==> src/hdl/cpsat_pkg.sv <==
// Package for the convex polygon separating-axis overlap block.
// Holds sizes, item types, controller states and the command and status
// structs shared by the controller, the datapath and the top level.
package cpsat_pkg;

  // Capacity per polygon and internal coordinate width.
  localparam int MAX_VERTS = 16;
  localparam int COORD_BITS = 16;

  // Width of the coordinate fields on the input item.
  localparam int IN_W = 16;

  // Derived widths.
  localparam int IDX_W = $clog2(MAX_VERTS);
  localparam int CNT_W = $clog2(MAX_VERTS + 1);
  localparam int DEPTH = 2 * MAX_VERTS;
  localparam int ADDR_W = $clog2(DEPTH);
  localparam int AXIS_W = COORD_BITS + 1;
  localparam int PROD_W = 2 * COORD_BITS + 1;
  localparam int DOT_W = 2 * COORD_BITS + 2;
  localparam int VERT_W = 2 * COORD_BITS;

  // Cycles from the last projection read until the extremes are settled.
  localparam int DRAIN_CYCLES = 3;
  localparam int DRAIN_W = $clog2(DRAIN_CYCLES);

  // One input item: a vertex routed to one polygon.
  typedef struct packed {
    logic                   shape_select;
    logic signed [IN_W-1:0] vertex_x;
    logic signed [IN_W-1:0] vertex_y;
    logic                   end_of_pair;
  } in_item_t;

  // One result item.
  typedef struct packed {
    logic overlaps;
    logic truncated;
  } out_item_t;

  // Controller states.
  typedef enum logic [3:0] {
    ST_IDLE,
    ST_START,
    ST_EDGE_A,
    ST_EDGE_B,
    ST_AXIS,
    ST_TEST,
    ST_PROJ0,
    ST_PROJ1,
    ST_DRAIN,
    ST_CHECK,
    ST_RESULT
  } state_t;

  // What a vertex read is for; the tag follows the read down the pipeline.
  typedef enum logic [1:0] {
    RD_EDGE_A,
    RD_EDGE_B,
    RD_PROJ0,
    RD_PROJ1
  } rd_kind_t;

  // Commands from the controller to the datapath.
  typedef struct packed {
    logic              wr_en;
    logic [ADDR_W-1:0] wr_addr;
    logic              rd_en;
    logic [ADDR_W-1:0] rd_addr;
    rd_kind_t          rd_kind;
    logic              clear_sep;
    logic              proj_init;
    logic              check;
    logic              emit;
    logic              truncated;
  } dp_cmd_t;

  // Status from the datapath to the controller.
  typedef struct packed {
    logic axis_zero;
  } dp_sts_t;

  // Store address of vertex idx of polygon p.
  function automatic logic [ADDR_W-1:0] vert_addr(input logic p,
                                                   input logic [IDX_W-1:0] idx);
    logic [ADDR_W-1:0] base;
    base = p ? ADDR_W'(MAX_VERTS) : ADDR_W'(0);
    return base + ADDR_W'(idx);
  endfunction

  // Takes the low COORD_BITS bits of an input coordinate as a signed value.
  function automatic logic signed [COORD_BITS-1:0] to_coord(input logic [IN_W-1:0] v);
    logic [IN_W+COORD_BITS-1:0] wide;
    wide = (IN_W + COORD_BITS)'(v);
    return wide[COORD_BITS-1:0];
  endfunction

endpackage

==> src/hdl/convex_polygon_sat_overlap.sv <==
// Top level of the convex polygon separating-axis overlap block.
// Joins the controller (cpsat_ctrl) and the datapath (cpsat_datapath);
// types come from cpsat_pkg.
//
//   channel   direction  handshake             payload
//   vertex    in         start & !busy         cpsat_pkg::in_item_t
//   result    out        done (one-cycle)      cpsat_pkg::out_item_t
//
// A vertex without end_of_pair is taken and the next item may follow at once.
// An end_of_pair item runs the test: per edge of each polygon with two or more
// vertices, its ends are read and the axis formed; for a nonzero axis each vertex
// of both polygons is read via the single store read port into one serial
// dot-product pipeline, then a drain and a check; last the result is registered.
// Reset is synchronous and clears counts, flags and the sequencer; the store
// needs no clearing. The receiver cannot stall: done is high for one cycle.
module convex_polygon_sat_overlap (
  input  logic                 clk,
  input  logic                 rst,
  input  logic                 start,
  input  cpsat_pkg::in_item_t  vertex,
  output logic                 busy,
  output logic                 done,
  output cpsat_pkg::out_item_t result
);

  cpsat_pkg::dp_cmd_t cmd;
  cpsat_pkg::dp_sts_t sts;

  cpsat_ctrl u_ctrl (
    .clk    (clk),
    .rst    (rst),
    .start  (start),
    .vertex (vertex),
    .sts    (sts),
    .cmd    (cmd),
    .busy   (busy),
    .done   (done)
  );

  cpsat_datapath u_datapath (
    .clk    (clk),
    .rst    (rst),
    .vertex (vertex),
    .cmd    (cmd),
    .sts    (sts),
    .result (result)
  );

endmodule

==> src/hdl/cpsat_ram.sv <==
// Generic single-write, single-read RAM with a registered read port.
// Depends on nothing.
module cpsat_ram #(
  parameter int WIDTH = 32,
  parameter int DEPTH = 32
) (
  input  logic                     clk,
  input  logic                     we,
  input  logic [$clog2(DEPTH)-1:0] waddr,
  input  logic [WIDTH-1:0]         wdata,
  input  logic                     re,
  input  logic [$clog2(DEPTH)-1:0] raddr,
  output logic [WIDTH-1:0]         rdata
);

  logic [WIDTH-1:0] mem [DEPTH];

  // Write port and registered read port.
  always_ff @(posedge clk) begin
    if (we) begin
      mem[waddr] <= wdata;
    end
    if (re) begin
      rdata <= mem[raddr];
    end
  end

endmodule

==> src/hdl/cpsat_datapath.sv <==
// Datapath of the overlap test: vertex store, edge axis, dot-product
// pipeline, projection extremes and the separation flag.
// Depends on cpsat_pkg and cpsat_ram.
module cpsat_datapath (
  input  logic                clk,
  input  logic                rst,
  input  cpsat_pkg::in_item_t vertex,
  input  cpsat_pkg::dp_cmd_t  cmd,
  output cpsat_pkg::dp_sts_t  sts,
  output cpsat_pkg::out_item_t result
);

  logic [cpsat_pkg::VERT_W-1:0] wdata;
  logic [cpsat_pkg::VERT_W-1:0] rdata;
  logic signed [cpsat_pkg::COORD_BITS-1:0] rd_x;
  logic signed [cpsat_pkg::COORD_BITS-1:0] rd_y;

  // Pipeline tags.
  logic                  s1_valid;
  cpsat_pkg::rd_kind_t   s1_kind;
  logic                  s2_valid;
  logic                  s2_poly;
  logic                  s3_valid;
  logic                  s3_poly;

  // Edge start vertex and current axis.
  logic signed [cpsat_pkg::COORD_BITS-1:0] xa;
  logic signed [cpsat_pkg::COORD_BITS-1:0] ya;
  logic signed [cpsat_pkg::AXIS_W-1:0] ax;
  logic signed [cpsat_pkg::AXIS_W-1:0] ay;

  // Products, dot product and extremes.
  logic signed [cpsat_pkg::PROD_W-1:0] px;
  logic signed [cpsat_pkg::PROD_W-1:0] py;
  logic signed [cpsat_pkg::DOT_W-1:0]  dot;
  logic signed [cpsat_pkg::DOT_W-1:0]  lo0;
  logic signed [cpsat_pkg::DOT_W-1:0]  hi0;
  logic signed [cpsat_pkg::DOT_W-1:0]  lo1;
  logic signed [cpsat_pkg::DOT_W-1:0]  hi1;
  logic                                seen0;
  logic                                seen1;
  logic                                sep;
  logic signed [cpsat_pkg::DOT_W-1:0]  top;
  logic signed [cpsat_pkg::DOT_W-1:0]  bot;

  assign wdata = {cpsat_pkg::to_coord(vertex.vertex_x), cpsat_pkg::to_coord(vertex.vertex_y)};

  cpsat_ram #(
    .WIDTH (cpsat_pkg::VERT_W),
    .DEPTH (cpsat_pkg::DEPTH)
  ) u_store (
    .clk   (clk),
    .we    (cmd.wr_en),
    .waddr (cmd.wr_addr),
    .wdata (wdata),
    .re    (cmd.rd_en),
    .raddr (cmd.rd_addr),
    .rdata (rdata)
  );

  assign rd_x = rdata[cpsat_pkg::VERT_W-1:cpsat_pkg::COORD_BITS];
  assign rd_y = rdata[cpsat_pkg::COORD_BITS-1:0];

  // Overlap interval of the two projections on the current axis.
  always_comb begin
    top = (hi0 < hi1) ? hi0 : hi1;
    bot = (lo0 > lo1) ? lo0 : lo1;
  end

  // Tag pipeline that follows each read.
  always_ff @(posedge clk) begin
    if (rst) begin
      s1_valid <= 1'b0;
      s2_valid <= 1'b0;
      s3_valid <= 1'b0;
    end else begin
      s1_valid <= cmd.rd_en;
      s2_valid <= s1_valid && (s1_kind == cpsat_pkg::RD_PROJ0 ||
                               s1_kind == cpsat_pkg::RD_PROJ1);
      s3_valid <= s2_valid;
    end
  end

  // Edge vertices, axis and the dot-product stages.
  always_ff @(posedge clk) begin
    s1_kind <= cmd.rd_kind;
    s2_poly <= (s1_kind == cpsat_pkg::RD_PROJ1);
    s3_poly <= s2_poly;
    if (s1_valid && s1_kind == cpsat_pkg::RD_EDGE_A) begin
      xa <= rd_x;
      ya <= rd_y;
    end
    if (s1_valid && s1_kind == cpsat_pkg::RD_EDGE_B) begin
      // Normal of edge (dx, dy) is (dy, -dx).
      ax <= cpsat_pkg::AXIS_W'(rd_y) - cpsat_pkg::AXIS_W'(ya);
      ay <= cpsat_pkg::AXIS_W'(xa) - cpsat_pkg::AXIS_W'(rd_x);
    end
    px  <= cpsat_pkg::PROD_W'(rd_x) * cpsat_pkg::PROD_W'(ax);
    py  <= cpsat_pkg::PROD_W'(rd_y) * cpsat_pkg::PROD_W'(ay);
    dot <= cpsat_pkg::DOT_W'(px) + cpsat_pkg::DOT_W'(py);
  end

  // Projection extremes; an empty polygon stays at the origin.
  always_ff @(posedge clk) begin
    if (cmd.proj_init) begin
      lo0   <= '0;
      hi0   <= '0;
      lo1   <= '0;
      hi1   <= '0;
      seen0 <= 1'b0;
      seen1 <= 1'b0;
    end else if (s3_valid) begin
      if (!s3_poly) begin
        seen0 <= 1'b1;
        if (!seen0 || dot < lo0) begin
          lo0 <= dot;
        end
        if (!seen0 || dot > hi0) begin
          hi0 <= dot;
        end
      end else begin
        seen1 <= 1'b1;
        if (!seen1 || dot < lo1) begin
          lo1 <= dot;
        end
        if (!seen1 || dot > hi1) begin
          hi1 <= dot;
        end
      end
    end
  end

  // Separation flag: set once any axis shows no strict overlap.
  always_ff @(posedge clk) begin
    if (rst || cmd.clear_sep) begin
      sep <= 1'b0;
    end else if (cmd.check && top <= bot) begin
      sep <= 1'b1;
    end
  end

  // Result register, loaded as the test ends.
  always_ff @(posedge clk) begin
    if (cmd.emit) begin
      result.overlaps  <= ~sep;
      result.truncated <= cmd.truncated;
    end
  end

  assign sts.axis_zero = (ax == '0) && (ay == '0);

endmodule

==> src/hdl/cpsat_ctrl.sv <==
// Controller of the overlap test: vertex counts, load routing and the
// sequencer that walks edges and projection reads.
// Depends on cpsat_pkg.
module cpsat_ctrl (
  input  logic                clk,
  input  logic                rst,
  input  logic                start,
  input  cpsat_pkg::in_item_t vertex,
  input  cpsat_pkg::dp_sts_t  sts,
  output cpsat_pkg::dp_cmd_t  cmd,
  output logic                busy,
  output logic                done
);

  cpsat_pkg::state_t state;
  cpsat_pkg::state_t state_next;

  logic [cpsat_pkg::CNT_W-1:0]   first_count;
  logic [cpsat_pkg::CNT_W-1:0]   second_count;
  logic                          overflow_seen;
  logic                          poly;
  logic                          poly_next;
  logic [cpsat_pkg::IDX_W-1:0]   edge_idx;
  logic [cpsat_pkg::IDX_W-1:0]   edge_idx_next;
  logic [cpsat_pkg::IDX_W-1:0]   proj_idx;
  logic [cpsat_pkg::IDX_W-1:0]   proj_idx_next;
  logic [cpsat_pkg::DRAIN_W-1:0] drain_cnt;
  logic [cpsat_pkg::DRAIN_W-1:0] drain_cnt_next;

  logic                          accept;
  logic [cpsat_pkg::CNT_W-1:0]   sel_count;
  logic                          room;
  logic [cpsat_pkg::CNT_W-1:0]   n_cur;
  logic                          edge_last;
  logic [cpsat_pkg::IDX_W-1:0]   edge_j;

  assign busy      = (state != cpsat_pkg::ST_IDLE);
  assign accept    = start && !busy;
  assign sel_count = vertex.shape_select ? second_count : first_count;
  assign room      = (sel_count < cpsat_pkg::CNT_W'(cpsat_pkg::MAX_VERTS));
  assign n_cur     = poly ? second_count : first_count;
  assign edge_last = ((cpsat_pkg::CNT_W'(edge_idx) + 1'b1) == n_cur);
  assign edge_j    = edge_last ? '0 : edge_idx + 1'b1;

  // State and sequencer registers.
  always_ff @(posedge clk) begin
    if (rst) begin
      state     <= cpsat_pkg::ST_IDLE;
      poly      <= 1'b0;
      edge_idx  <= '0;
      proj_idx  <= '0;
      drain_cnt <= '0;
      done      <= 1'b0;
    end else begin
      state     <= state_next;
      poly      <= poly_next;
      edge_idx  <= edge_idx_next;
      proj_idx  <= proj_idx_next;
      drain_cnt <= drain_cnt_next;
      done      <= (state == cpsat_pkg::ST_RESULT);
    end
  end

  // Vertex counts and the overflow flag; both clear as a result goes out.
  always_ff @(posedge clk) begin
    if (rst || state == cpsat_pkg::ST_RESULT) begin
      first_count   <= '0;
      second_count  <= '0;
      overflow_seen <= 1'b0;
    end else if (accept) begin
      if (!room) begin
        overflow_seen <= 1'b1;
      end else if (vertex.shape_select) begin
        second_count <= second_count + 1'b1;
      end else begin
        first_count <= first_count + 1'b1;
      end
    end
  end

  // Next state and datapath commands.
  always_comb begin
    state_next     = state;
    poly_next      = poly;
    edge_idx_next  = edge_idx;
    proj_idx_next  = proj_idx;
    drain_cnt_next = drain_cnt;

    cmd           = '0;
    cmd.wr_en     = accept && room;
    cmd.wr_addr   = cpsat_pkg::vert_addr(vertex.shape_select,
                                         sel_count[cpsat_pkg::IDX_W-1:0]);
    cmd.rd_kind   = cpsat_pkg::RD_EDGE_A;
    cmd.truncated = overflow_seen;

    case (state)
      cpsat_pkg::ST_IDLE: begin
        if (accept && vertex.end_of_pair) begin
          state_next = cpsat_pkg::ST_START;
        end
      end
      cpsat_pkg::ST_START: begin
        cmd.clear_sep = 1'b1;
        edge_idx_next = '0;
        if (first_count >= cpsat_pkg::CNT_W'(2)) begin
          poly_next  = 1'b0;
          state_next = cpsat_pkg::ST_EDGE_A;
        end else if (second_count >= cpsat_pkg::CNT_W'(2)) begin
          poly_next  = 1'b1;
          state_next = cpsat_pkg::ST_EDGE_A;
        end else begin
          state_next = cpsat_pkg::ST_RESULT;
        end
      end
      cpsat_pkg::ST_EDGE_A: begin
        cmd.rd_en   = 1'b1;
        cmd.rd_addr = cpsat_pkg::vert_addr(poly, edge_idx);
        cmd.rd_kind = cpsat_pkg::RD_EDGE_A;
        state_next  = cpsat_pkg::ST_EDGE_B;
      end
      cpsat_pkg::ST_EDGE_B: begin
        cmd.rd_en   = 1'b1;
        cmd.rd_addr = cpsat_pkg::vert_addr(poly, edge_j);
        cmd.rd_kind = cpsat_pkg::RD_EDGE_B;
        state_next  = cpsat_pkg::ST_AXIS;
      end
      cpsat_pkg::ST_AXIS: begin
        state_next = cpsat_pkg::ST_TEST;
      end
      cpsat_pkg::ST_PROJ0: begin
        cmd.rd_en   = 1'b1;
        cmd.rd_addr = cpsat_pkg::vert_addr(1'b0, proj_idx);
        cmd.rd_kind = cpsat_pkg::RD_PROJ0;
        if ((cpsat_pkg::CNT_W'(proj_idx) + 1'b1) == first_count) begin
          proj_idx_next  = '0;
          drain_cnt_next = '0;
          state_next     = (second_count != '0) ? cpsat_pkg::ST_PROJ1 : cpsat_pkg::ST_DRAIN;
        end else begin
          proj_idx_next = proj_idx + 1'b1;
        end
      end
      cpsat_pkg::ST_PROJ1: begin
        cmd.rd_en   = 1'b1;
        cmd.rd_addr = cpsat_pkg::vert_addr(1'b1, proj_idx);
        cmd.rd_kind = cpsat_pkg::RD_PROJ1;
        if ((cpsat_pkg::CNT_W'(proj_idx) + 1'b1) == second_count) begin
          proj_idx_next  = '0;
          drain_cnt_next = '0;
          state_next     = cpsat_pkg::ST_DRAIN;
        end else begin
          proj_idx_next = proj_idx + 1'b1;
        end
      end
      cpsat_pkg::ST_DRAIN: begin
        if (drain_cnt == cpsat_pkg::DRAIN_W'(cpsat_pkg::DRAIN_CYCLES - 1)) begin
          state_next = cpsat_pkg::ST_CHECK;
        end else begin
          drain_cnt_next = drain_cnt + 1'b1;
        end
      end
      cpsat_pkg::ST_TEST, cpsat_pkg::ST_CHECK: begin
        if (state == cpsat_pkg::ST_TEST && !sts.axis_zero) begin
          // Nonzero axis: project both polygons on it.
          cmd.proj_init = 1'b1;
          proj_idx_next = '0;
          state_next    = (first_count != '0) ? cpsat_pkg::ST_PROJ0 : cpsat_pkg::ST_PROJ1;
        end else begin
          // Axis done or skipped: move to the next edge.
          cmd.check = (state == cpsat_pkg::ST_CHECK);
          if (!edge_last) begin
            edge_idx_next = edge_idx + 1'b1;
            state_next    = cpsat_pkg::ST_EDGE_A;
          end else if (!poly && second_count >= cpsat_pkg::CNT_W'(2)) begin
            poly_next     = 1'b1;
            edge_idx_next = '0;
            state_next    = cpsat_pkg::ST_EDGE_A;
          end else begin
            state_next = cpsat_pkg::ST_RESULT;
          end
        end
      end
      cpsat_pkg::ST_RESULT: begin
        cmd.emit   = 1'b1;
        state_next = cpsat_pkg::ST_IDLE;
      end
      default: begin
        state_next = cpsat_pkg::ST_IDLE;
      end
    endcase
  end

`ifndef SYNTHESIS
  // The block goes idle only together with its result strobe.
  a_idle_with_result: assert property (@(posedge clk) disable iff (rst)
    $fell(busy) |-> done)
    else $error("busy fell without a result");

  // A result is a single-cycle strobe.
  a_done_single: assert property (@(posedge clk) disable iff (rst)
    done |=> !done)
    else $error("result strobe held for more than one cycle");

  // Counts never pass capacity.
  a_count_cap: assert property (@(posedge clk) disable iff (rst)
    first_count <= cpsat_pkg::CNT_W'(cpsat_pkg::MAX_VERTS) &&
    second_count <= cpsat_pkg::CNT_W'(cpsat_pkg::MAX_VERTS))
    else $error("vertex count above capacity");

  // A test starts only after an accepted end-of-pair item.
  a_start_cause: assert property (@(posedge clk) disable iff (rst)
    (state == cpsat_pkg::ST_START) |-> $past(accept && vertex.end_of_pair))
    else $error("test started without an end-of-pair item");
`endif

endmodule
==> config.mk <==
export PLATFORM = sky130hd
export DESIGN_NAME = convex_polygon_sat_overlap
export DESIGN_NICKNAME = d
export VERILOG_FILES = /design/src/hdl/cpsat_pkg.sv /design/src/hdl/convex_polygon_sat_overlap.sv /design/src/hdl/cpsat_ram.sv /design/src/hdl/cpsat_datapath.sv /design/src/hdl/cpsat_ctrl.sv
export SDC_FILE = /design/constraint.sdc
export NUM_CORES = 2
export LEC_CHECK = 0
export BUFFER_PORTS_ARGS = -buffer_cell sky130_fd_sc_hd__buf_2
export CAP_MARGIN = 20
export CORE_ASPECT_RATIO = 0.8
export CORE_MARGIN = 3
export CORE_UTILIZATION = 55
export CTS_BUF_LIST = sky130_fd_sc_hd__clkbuf_2
export CTS_CLUSTER_DIAMETER = 200
export CTS_CLUSTER_SIZE = 24
export DETAILED_ROUTE_END_ITERATION = 8
export HOLD_SLACK_MARGIN = 0.12
export PLACE_DENSITY = 0.84
export SLEW_MARGIN = 15
export SYNTH_ARGS = -nofsm -noshare
export SYNTH_HDL_FRONTEND = slang
export SYNTH_SLANG_ARGS = --single-unit
==> constraint.sdc <==
create_clock -name clk -period 6.85 [get_ports clk]
set_input_delay 0.3425 -clock clk [delete_from_list [all_inputs] [get_ports clk]]
set_output_delay 0.3425 -clock clk [all_outputs]
set_load 0.02 [all_outputs]
==> impl_metrics.ini <==
[drt]
route.met2.wl_um = 94500
drt-met1-wl_um = 86300
wl_met3_um = 28100
drtIter0Drc = 7001
vias = 55200
viasPerCell = 6.02
wl_um = 216000
drc = 0
top_layer = met5
dr.pass1.iters = 6
ant_nets = 0
wl_per_cell_um = 23.6

[die]
rows = 125
dieArea_um2 = 153000
core_um2 = 146000
start_util_pct = 55.8
die_h_um = 351
pin_count = 41
die_width_um = 437

[cts]
clock_sinks = 1397
cts_tree = done
cts_max_level = 3
cts_root_buf = clkbuf_2
clk_pin_slew_ps = 520
cts_buffers = 68
clock_path_buffers = 3
clk_latency_ps = 1660

[global_route]
grt-ovfl-total = 0
grt_pass1_wl_um = 325000
grt_max_degree = 128
grt_use_total_pct = 27.8
antenna_found_initial = 22
grt_pass1_vias = 54000

[worst_setup_path]
cp_data_arrival_time_ps = 8190
worstSetupPathDepth = 22
ff2ff_setup_slack_ps = 170
cp.required_ps = 8360
critPathMostFrequentCell = fa_1
start_kind = flop
endpoint_kind = flop
slowest_delay_ps = 610
path_cells = nand2_1, inv_1, fa_1, inv_1, fa_1, inv_1, fa_1, fa_1, fa_1, inv_1, fa_1, inv_1, ha_1, a21oi_2, o21bai_1, a221o_1, a21oi_2, nor3b_4, a211oi_1, or3_1, a21oi_1, xnor2_1
critPathTopFamily = adder cells
cp_max_fo = 5
crit_type = reg2reg
cpMaxStageDelayCell = fa_1
r2r_cells = 22
crit_buf_inv = 5

[worst_hold_path]
hold_depth = 3
hold_path.class = in2reg

[placement]
port_buffers = 40
dp_hpwl_um = 147000
place_ws_ps = 122
gp_congestion = 0.967

[timing]
max_freq_mhz = 150
fin_tns_setup_ps = 0
final_max_slew_viol_count = 0
hold_slack_ps = 136
fin_skew_ps = 293
finalHoldViolations = 0
worst_pin_slew_ps = 1180
min_period_ps = 6680
period_share_pct = 97.5
setup_violations = 0
layout_setup_ws_ps = 168
maxSlewHeadroom_pct = 20.9

[layout]
area_growth_pct = 5.99
nNetsFinal = 8227
drive_gt1_share_pct = 6.48
fin_util_pct = 59.1

[logic_synthesis]
synthFlopType = edfxtp_1
yosysSeqAreaShare_pct = 48.0
yosys_warnings = 0
syn-num-nets = 8111
synth_edf_count = 1124
async_flop_share_pct = 0
synth_cell_types = 86
synthCells = 7042
ys_seq_elements = 1397
synth_area_um2 = 81700
syn_area_per_cell_um2 = 11.6

[run_status]
status = finished clean

[flow_run]
maxCapViolations = 0
[final cells by class]
cell class                 count  area [um^2]
tap                         1968         2460
timing repair buffer         331         2770
inverter                     837         3140
clock inverter                 7         88.8
sequential                  1397        39200
antenna                       19         47.5
multi-input combinational   4523        38400
clock buffer                  80          400
fill                       11400        59800
[flip-flops by register name (all words and copies together) (netlist names), 2 cells and up]
signal / count
u_datapath.u_store.mem: 1024
u_datapath.dot: 34
u_datapath.hi0: 34
u_datapath.hi1: 34
u_datapath.lo0: 34
u_datapath.lo1: 34
u_datapath.px: 33
u_datapath.py: 33
u_datapath.u_store.rdata: 32
u_datapath.ax: 17
u_datapath.ay: 17
u_datapath.xa: 16
u_datapath.ya: 16
u_ctrl.first_count: 5
u_ctrl.second_count: 5
u_ctrl.edge_idx: 4
u_ctrl.proj_idx: 4
u_ctrl.state: 4
u_ctrl.drain_cnt: 2
u_datapath.result: 2
u_datapath.s1_kind: 2
[final timing paths]
check / startpoint / to
worst max register to register: u_datapath.ax[16]$_DFFE_PP_ / u_datapath.px[29]$_DFF_P_
worst max-delay path: u_datapath.ax[16]$_DFFE_PP_ / u_datapath.px[29]$_DFF_P_
worst min-delay path: vertex[10] / u_datapath.u_store.mem[22][9]$_DFFE_PP_
worst min register to register: u_datapath.s2_poly$_DFF_P_ / u_datapath.s3_poly$_DFF_P_
[synth_stat cells, drive strengths merged, types with 12 or more instances]
cell type | n | area (um^2)
nand2 | 1025 | 3850
o21a | 22 | 166
nand2b | 38 | 238
a22oi | 100 | 751
a21oi | 144 | 721
dfxtp | 273 | 5470
a211oi | 26 | 208
nor2 | 329 | 1240
xor2 | 36 | 315
mux2i | 442 | 4430
nand3 | 226 | 1140
or3 | 14 | 87.6
and2 | 237 | 1480
o21bai | 13 | 97.6
clkbuf | 153 | 574
fa | 555 | 11100
inv | 837 | 3140
nor2b | 35 | 219
xnor2 | 100 | 898
o21ai | 88 | 444
a32oi | 33 | 289
edfxtp | 1124 | 33800
a21o | 127 | 953
nor4 | 49 | 528
buf | 132 | 714
ha | 477 | 5970
a31oi | 12 | 75.1
o211ai | 45 | 348
and3 | 50 | 313
nand4 | 115 | 719
nor3 | 48 | 250
[what timing repair did]
| item | 4_1_cts | 5_1_grt |
|---|---|---|
| gates resized for setup | 0 | 7 |
| endpoints found under the setup margin | 1 | 12 |
| hold buffers | 75 | 2 |
| hold endpoints to repair | 2077 | 64 |
| buffers inserted | 9 | 44 |
[tightest hold or removal path: stages]
cell           delay (ps)
dlygate4sd3_1         540
buf_2                 130
dlygate4sd3_1         670
[cell usage in the layout, fill, tap and decap left out, types with 10 or more instances in the layout]
master | synthesis | routed
edfxtp_1 | 1124 | 1124
nand2_1 | 1023 | 1023
inv_1 | 837 | 836
fa_1 | 555 | 555
ha_1 | 477 | 477
mux2i_1 | 441 | 441
nor2_1 | 328 | 296
dfxtp_1 | 273 | 273
and2_1 | 237 | 236
nand3_1 | 225 | 225
buf_4 | 11 | 193
a21oi_1 | 144 | 142
a21o_1 | 127 | 127
nand4_1 | 115 | 115
a22oi_1 | 100 | 100
xnor2_1 | 97 | 97
o21ai_0 | 85 | 83
clkbuf_2 | 0 | 80
dlygate4sd3_1 | 0 | 75
nor3_1 | 46 | 46
and3_1 | 50 | 43
o211ai_1 | 43 | 43
buf_2 | 112 | 42
nand2b_1 | 38 | 38
xor2_1 | 36 | 36
nor2b_1 | 35 | 35
a32oi_1 | 33 | 33
nor4_2 | 33 | 32
nor2_4 | 0 | 32
a211oi_1 | 25 | 23
o21a_1 | 21 | 20
diode_2 | 0 | 19
or3_1 | 14 | 14
o21bai_1 | 13 | 13
nor4_1 | 15 | 13
a221oi_1 | 11 | 11
a31oi_1 | 12 | 11
buf_12 | 0 | 11
o31ai_1 | 10 | 10
[metal layers]
layer,GRT usage (%),vias to the layer above
met5,0,-
met4,8.68,22
met3,7.51,462
met2,41.9,3306
met1,39.4,27100
li1,-,24300
[metrics by stage]
stage	std cells	instance area, um^2
floorplan	7042	81700
global placement	8913	84600
detailed placement	8914	84600
CTS	9085	85900
global route	9147	86500
finish	9162	86500
[cell families after synthesis]
kind of cell | Yosys count | synth area share (%)
AND/OR/NAND/NOR | 2209 | 12.8
AO/OA/AOI/OAI | 702 | 5.94
multiplexers | 444 | 5.45
adder cells (fa/ha/maj) | 1032 | 20.9
buffers and inverters | 1122 | 5.43
flip-flops | 1397 | 48.0
XOR/XNOR | 136 | 1.49
Power is not shown: default switching activity piles up to over one toggle a cycle in this logic, so the estimate is an artifact.
